===== src/rtl/dam_pkg.sv =====
`timescale 1ns / 1ps
`default_nettype none
// ----------------------------------------------------------------------------
// dam_pkg
// Shared types and constants for the decimal accumulator machine.
// ----------------------------------------------------------------------------
package dam_pkg;

  localparam int unsigned WordW   = 32;
  localparam int unsigned PcW     = 14;
  localparam int unsigned OpW     = 4;
  localparam int unsigned AddrBase = 10000;
  localparam int unsigned ReadMod  = 1000000;

  // Reciprocal of the read modulus, scaled by 2^ReadShift and rounded up.
  // Exact for every dividend magnitude up to 2^31.
  localparam logic [30:0] ReadRecip = 31'd1125899907;
  localparam int unsigned ReadShift = 50;
  localparam int unsigned ReadQuoW  = 12;

  // Item functions.
  localparam logic [1:0] FUNC_WRITE   = 2'd0;
  localparam logic [1:0] FUNC_RESTART = 2'd1;
  localparam logic [1:0] FUNC_STEP    = 2'd2;
  localparam logic [1:0] FUNC_UNUSED  = 2'd3;

  // Instruction opcodes.
  localparam logic [OpW-1:0] OP_ADD   = 4'd1;
  localparam logic [OpW-1:0] OP_SUB   = 4'd2;
  localparam logic [OpW-1:0] OP_MUL   = 4'd3;
  localparam logic [OpW-1:0] OP_DIV   = 4'd4;
  localparam logic [OpW-1:0] OP_LOAD  = 4'd5;
  localparam logic [OpW-1:0] OP_STORE = 4'd6;
  localparam logic [OpW-1:0] OP_READ  = 4'd7;
  localparam logic [OpW-1:0] OP_SHOW  = 4'd8;
  localparam logic [OpW-1:0] OP_JMP   = 4'd9;
  localparam logic [OpW-1:0] OP_JNEG  = 4'd10;
  localparam logic [OpW-1:0] OP_JZERO = 4'd11;
  localparam logic [OpW-1:0] OP_JPOS  = 4'd12;
  localparam logic [OpW-1:0] OP_HALT  = 4'd13;
  localparam logic [OpW-1:0] OP_NONE  = 4'd14;

  typedef enum logic [2:0] {
    ST_CLEAR,
    ST_IDLE,
    ST_FETCH,
    ST_DECODE,
    ST_OPERAND,
    ST_DIVIDE,
    ST_DONE
  } dam_state_e;

  // Per-item status flags reported with the result.
  typedef struct packed {
    logic accepted;
    logic shown_valid;
    logic read_taken;
    logic fault;
  } dam_status_t;

  // Base value of an opcode field, opcode times the address base.
  function automatic logic [WordW-1:0] op_base(input logic [OpW-1:0] op);
    logic [WordW-1:0] r;
    r = WordW'(op) * WordW'(AddrBase);
    return r;
  endfunction

endpackage : dam_pkg
`default_nettype wire


===== src/rtl/dam_div.sv =====
`timescale 1ns / 1ps
`default_nettype none
// ----------------------------------------------------------------------------
// dam_div
// Iterative signed 32-bit divider, one quotient bit per cycle, truncating.
// ----------------------------------------------------------------------------
module dam_div (
  input  wire logic                      clk_i,
  input  wire logic                      rst_ni,
  input  wire logic                      start_i,
  input  wire logic [dam_pkg::WordW-1:0] dividend_i,
  input  wire logic [dam_pkg::WordW-1:0] divisor_i,
  output      logic                      done_o,
  output      logic [dam_pkg::WordW-1:0] quotient_o
);
  import dam_pkg::*;

  logic             busy_q, done_q, negq_q;
  logic [4:0]       cnt_q;
  logic [WordW-1:0] rem_q, quo_q, ub_q;
  logic [WordW:0]   shifted;
  logic             fits;

  // Shift in the next dividend bit and try the subtraction.
  assign shifted = {rem_q, quo_q[WordW-1]};
  assign fits    = shifted >= {1'b0, ub_q};

  always_ff @(posedge clk_i or negedge rst_ni) begin
    if (!rst_ni) begin
      busy_q <= 1'b0;
      done_q <= 1'b0;
      cnt_q  <= '0;
    end else begin
      done_q <= 1'b0;
      if (start_i) begin
        busy_q <= 1'b1;
        cnt_q  <= 5'd31;
      end else if (busy_q) begin
        cnt_q <= cnt_q - 5'd1;
        if (cnt_q == 5'd0) begin
          busy_q <= 1'b0;
          done_q <= 1'b1;
        end
      end
    end
  end

  // Operand magnitudes and the running remainder.
  always_ff @(posedge clk_i) begin
    if (start_i) begin
      quo_q  <= dividend_i[WordW-1] ? (~dividend_i + 1'b1) : dividend_i;
      ub_q   <= divisor_i[WordW-1] ? (~divisor_i + 1'b1) : divisor_i;
      rem_q  <= '0;
      negq_q <= dividend_i[WordW-1] ^ divisor_i[WordW-1];
    end else if (busy_q) begin
      if (fits) begin
        rem_q <= WordW'(shifted - {1'b0, ub_q});
      end else begin
        rem_q <= shifted[WordW-1:0];
      end
      quo_q <= {quo_q[WordW-2:0], fits};
    end
  end

  assign done_o     = done_q;
  assign quotient_o = negq_q ? (~quo_q + 1'b1) : quo_q;

endmodule : dam_div
`default_nettype wire


===== config.mk =====
export PLATFORM = sky130hd
export DESIGN_NAME = dam_div
export DESIGN_NICKNAME = d
export VERILOG_FILES = /design/src/rtl/dam_pkg.sv /design/src/rtl/dam_div.sv
export SDC_FILE = /design/constraint.sdc
export NUM_CORES = 1
export LEC_CHECK = 0
export ABC_AREA = 1
export ABC_CLOCK_PERIOD_IN_PS = 2500
export BUFFER_PORTS_ARGS = -buffer_cell sky130_fd_sc_hd__buf_4
export CAP_MARGIN = 0
export CORE_ASPECT_RATIO = 0.75
export CORE_MARGIN = 8
export CORE_UTILIZATION = 61
export CTS_CLUSTER_DIAMETER = 150
export DETAILED_ROUTE_END_ITERATION = 10
export GPL_TIMING_DRIVEN = 0
export PLACE_DENSITY = 0.91
export SLEW_MARGIN = 20
export SYNTH_ARGS = -nofsm -noshare
export SYNTH_HDL_FRONTEND = slang
export SYNTH_SLANG_ARGS = --single-unit

===== constraint.sdc =====
create_clock -name clk_i -period 2.5 [get_ports clk_i]
set_input_delay 0.125 -clock clk_i [delete_from_list [all_inputs] [get_ports clk_i]]
set_output_delay 0.125 -clock clk_i [all_outputs]
set_load 0.05 [all_outputs]

After elaboration in Yosys (flattened, before gate mapping). Index checks and enable logic that the tools add are counted.

Add/sub/neg operators: 5. Multipliers: 0. Div/mod/pow operators: 0. $lt $le $gt $ge: 1. Equal/unequal tests: 0. Shifts and indexed selects: 0. Muxes and demuxes: 14. Bitwise gates (word level): 4. Reduce and logical (&&, ||, !) cells: 2.

Operator list (number): 2-to-1 mux 32 bit (5); adder 32 x 1 -> 32 bit, second input constant (3); NOT 32 bit (3); >= comparator 33 x 32 -> 1 bit (1); subtractor 32 bit (1); 2-to-1 mux 31 bit (1); 2-to-1 mux 5 bit (2); 2-to-1 mux 1 bit (6); zero test 5 bit (1); subtractor 5 x 1 -> 5 bit, second input constant (1); nonzero test 2 bit (1); XOR 1 bit (1).

Bits in registers: 104. Latch bits: 0. Memory bits (writable): 0. Memory bits (read-only): 0. Bits of input ports: 67. Logic and storage cells: 34. Memories: 0.

Longest topological paths before layout.
Depth in word-level cells: 4. Mapped depth: 17. Gate-level depth less buffers: 16.

Least setup slack after synthesis. No wires, ideal clock.

Path kind: register to output. Start point: reg quo_q[0]. End point: out quotient_o[26] (netlist name). Arrival time: 2.261 ns. Required time: 2.375 ns. Path slack: 0.114 ns. Cell stages (with the launch flop): 12. Cells stage by stage: edfxtp_1 -> inv_1 -> ha_1 -> inv_1 -> nor3_2 -> nand2_1 -> inv_1 -> nand4_1 -> nor2_1 -> a21oi_1 -> nor2_1 -> xor2_1.

Word-level cells in the longest chain between the ends: 3.

Ends and longest elaborated chain: start, declared (RTL line dam_div.sv:20) `logic [WordW-1:0] rem_q, quo_q, ub_q;`; start signal, assigned (RTL line dam_div.sv:51) `quo_q <= dividend_i[WordW-1] ? (~dividend_i + 1'b1) : dividend_i;`; start signal, assigned (RTL line dam_div.sv:61) `quo_q <= {quo_q[WordW-2:0], fits};`; NOT 32 bit (RTL line dam_div.sv:66) `assign quotient_o = negq_q ? (~quo_q + 1'b1) : quo_q;`; adder 32 x 1 -> 32 bit (RTL line dam_div.sv:66); 2-to-1 mux 32 bit (RTL line dam_div.sv:66); end, declared (RTL line dam_div.sv:14) `output logic [dam_pkg::WordW-1:0] quotient_o`.

No other way between the ends.

Final worst setup path.
Start point: reg quo_q[0]. End point: out quotient_o[15] (netlist name).

Same word-level chain as after synthesis.

==> run summary <==
Once detail routing completed, the nets flagged for antenna violations numbered 0. The remaining max-slew budget at the tightest pin is 51.2%. The total number of placement rows was 39; the static leakage was 5.73 nW.

Measured in cells, the most critical reg-to-reg path has a length of 15. Vertical extent of the die: 123 um. At the pin with the least slew margin, the transition time is 0.729 ns. For this run, the leading register cell type out of synthesis is edfxtp_1. The path category of the worst min-delay check was in2reg. The post-route netlist has 14.3% of its cells at a drive strength greater than 1.

The number of detailed-routing iterations run before antenna repair is 7. The commonest cells after synthesis are nand2_1, inv_1, nand3_1, nor2_1, edfxtp_1. Number of global-route vias before repair: 8,999. The final layout contains 1,697 nets. The H-tree generated during clock tree synthesis spans 3 levels. In the synthesized netlist the async set-or-reset flop fraction comes to 6.73%. The flow ran to the end, but the final reports show violations.

Setup violations remaining at the end of the flow were counted as 20. The die covers 19,400 um2. The critical path capture point type was an output pin. The synthesized area divided by synthesized cell count was 6.33 um2; the chip width was 158 um. The smallest clock period supported by the final layout is computed as 2.74 ns. The period utilization was 110%. Clock transition at the register clock pins on the worst setup and hold paths after CTS: 0.08 ns.

In this run the worst path has a maximum fanout of 4. The count of cells in the finished layout, fillers not included, comes to 1,802. Entering global routing, the biggest net connects 39 pins. STA puts the critical path data required time at 2.38 ns. The checks that failed: setup timing. Derived from the worst setup path, the maximum achievable clock frequency is 365 MHz. The core region is 15,000 um2.

The logs give -0.240 ns for the worst-case setup margin in the final layout and 41 for the number of distinct library cells after synthesis. Power spread over the standard cell area amounts to 495 nW/um2. The congestion estimate from routability-driven global placement came to 1.01.

Across the run, the number of max-cap violations was 0. The relative area change from synthesis to final layout is 19.1%, and the DRC violation count after routing is 0. Clock latency on the worst-skew pair, taken at its later pin, is 0.37 ns.

The boundary pin count is 100, and the net count after synthesis is 1,565. STA classifies the critical path startpoint as a flip-flop. The area fraction of the dominant cell type after synthesis came out at 21.1%. Including well taps, the total number of placed cells is 1,762.

On the critical path, the stage with the largest delay is an instance of edfxtp_1. The cell family contributing the most delay on the critical path is simple AND/OR/NAND/NOR gates. In this run, CTS created clock tree buffers numbering 9. TritonCTS built the clock tree. Once the floorplan was initialized, standard cells occupied 61.5% of the core.

The worst-case hold slack was 0.0381 ns; the final wirelength was 30,900 um. The run gives 0 as the number of synthesis warnings. The initial antenna violation count is 1.

Summing every instance area after synthesis gives 9250 um2. The filler cells instantiated in the layout total 1,261. The run gives 29.9% as the portion of the post-synthesis area used by sequential elements. The worst setup path is of the reg2out kind. Synthesis produced 1,460 cells. The antenna diode instance count is 0, and the wire length per cell is 17.2 um. The maximum vdd ir drop came out at 402 uV. The clock root buffer master was clkbuf_16. Summed over all layers, the global routing overflow is 0. For the clock net sink count, the log shows 104. The largest total area in the synthesized netlist belongs to edfxtp_1.

The critical path arrival is 2.61 ns, and the count of flip-flops with a built-in enable after synthesis is 65. Synthesis-stage register bit count: 104. The number of port buffers is 97.

The final route contains 10,200 vias. The final hold violation count came out at 0. Across the routed clock network, the largest skew measured is 0.0104 ns. The most common cell in the synthesized netlist is nand2_1. Dividing the detail-routed via count by the number of cells gives 5.65. The number of logic stages on the critical path including buffering was 9. The number of slew-limit violations in the final report came out at 0. Number of DRC markers after the initial detailed-route iteration: 1,614. The worst hold path passes through 3 cells. Buffers plus inverters on the worst setup path: 3. The critical path goes through buf_6 > nor3_4 > nand4_1 > nor2_2 > nand2_2 > o21ai_1 > xor2_1 > inv_1 > buf_4.

The estimated wirelength of the detail-placed design is 23,100 um, and the total routing usage reported by global routing is 31.1%. The worst slack at placement is 0.0167 ns, and the delay of the slowest critical-path stage is 0.45 ns. Sorting the synthesized cells by area gives the leading types as edfxtp_1, nand2_1, inv_1. The first global-routing pass estimated 47,000 um of wire. Setup repair after global routing could not meet its margin everywhere. The clock passes through at most 2 buffers.
==> layout make-up <==
class	count	area (um2)	area share, %
clock buffer	9	225	2.05
multi-input combinational	1051	5530	50.2
buffer	35	180	1.64
tap	205	256	2.33
clock inverter	7	77.6	0.704
timing repair buffer	121	962	8.74
inverter	270	1020	9.23
sequential	104	2770	25.1
==> per-stage QoR <==
step	utilization, %	total power, mW	setup TNS, ns	instance area [um2]
floorplan	-	3.19	0	9250
global placement	68.1	3.75	-8.96	10200
detailed placement	68.1	3.79	0	10200
CTS	71.1	5.27	-0.0877	10700
global route	73.3	5.63	-3.48	11000
finish	73.3	5.45	-2.29	11000
==> cells in the final DEF (no fill, tap or decap), types with 32 or more instances in the layout <==
master,instances
buf_4,108
dfxtp_1,32
edfxtp_1,65
inv_1,259
nand2_1,470
nand3_1,126
nor2_1,119
o21ai_0,55
xor2_1,52
==> where the power goes <==
| part | internal, mW | switching [mW] | total (mW) |
|---|---|---|---|
| combinational | 0.604 | 1.27 | 1.88 |
| clock | 0.711 | 0.785 | 1.50 |
| sequential | 1.97 | 0.108 | 2.08 |
| total | 3.29 | 2.16 | 5.45 |
==> cell families (layout without fill, tap and decap cells) <==
family          after synthesis  count (layout)  synth area share (%)
flops                       104             104                  29.9
fa+ha+maj                    38              38                  5.22
buf+inv                     305             442                  12.8
xor+xnor                     84              84                  7.96
simple gates                818             818                  37.5
compound gates              111             111                  6.55
==> registers in the layout, summed over array words and instances, names as in the netlist <==
name	count
quo_q	32
done_o	1
busy_q	1
ub_q	32
rem_q	32
negq_q	1
cnt_q	5
==> per-layer routing <==
layer | part of all wire (%) | up-vias | track usage (%)
li1 | - | 4810 | -
met1 | 43 | 4522 | 45.8
met2 | 39 | 747 | 42.8
met3 | 15 | 106 | 9.78
met4 | 3.1 | 2 | 8.17
met5 | 0.029 | - | 0
==> path summary, 6_finish.rpt <==
kind,startpoint,to,slack (ns)
max,quo_q[0],quotient_o[15],-0.24
min,divisor_i[27],ub_q[27],0.04
max reg2reg,ub_q[10],rem_q[20],0
min reg2reg,rem_q[1],rem_q[1],0.48
max in group asynchronous,rst_ni,cnt_q[3],2.23
min in group asynchronous,rst_ni,cnt_q[1],0.14
==> timing repair <==
action,in CTS,in global routing
setup endpoints to repair,11,86
cloned,0,0
gates resized for setup,13,74
hold buffers,2,0
buffers inserted,14,10
pin swaps,8,20
endpoints found under the hold margin,8,0
==> worst min-delay path: stages <==
cell and delay [ns]:
buf_4 0.09, nand2_1 0.05, nand2_1 0.05
Power figures use the tool's default switching activity.
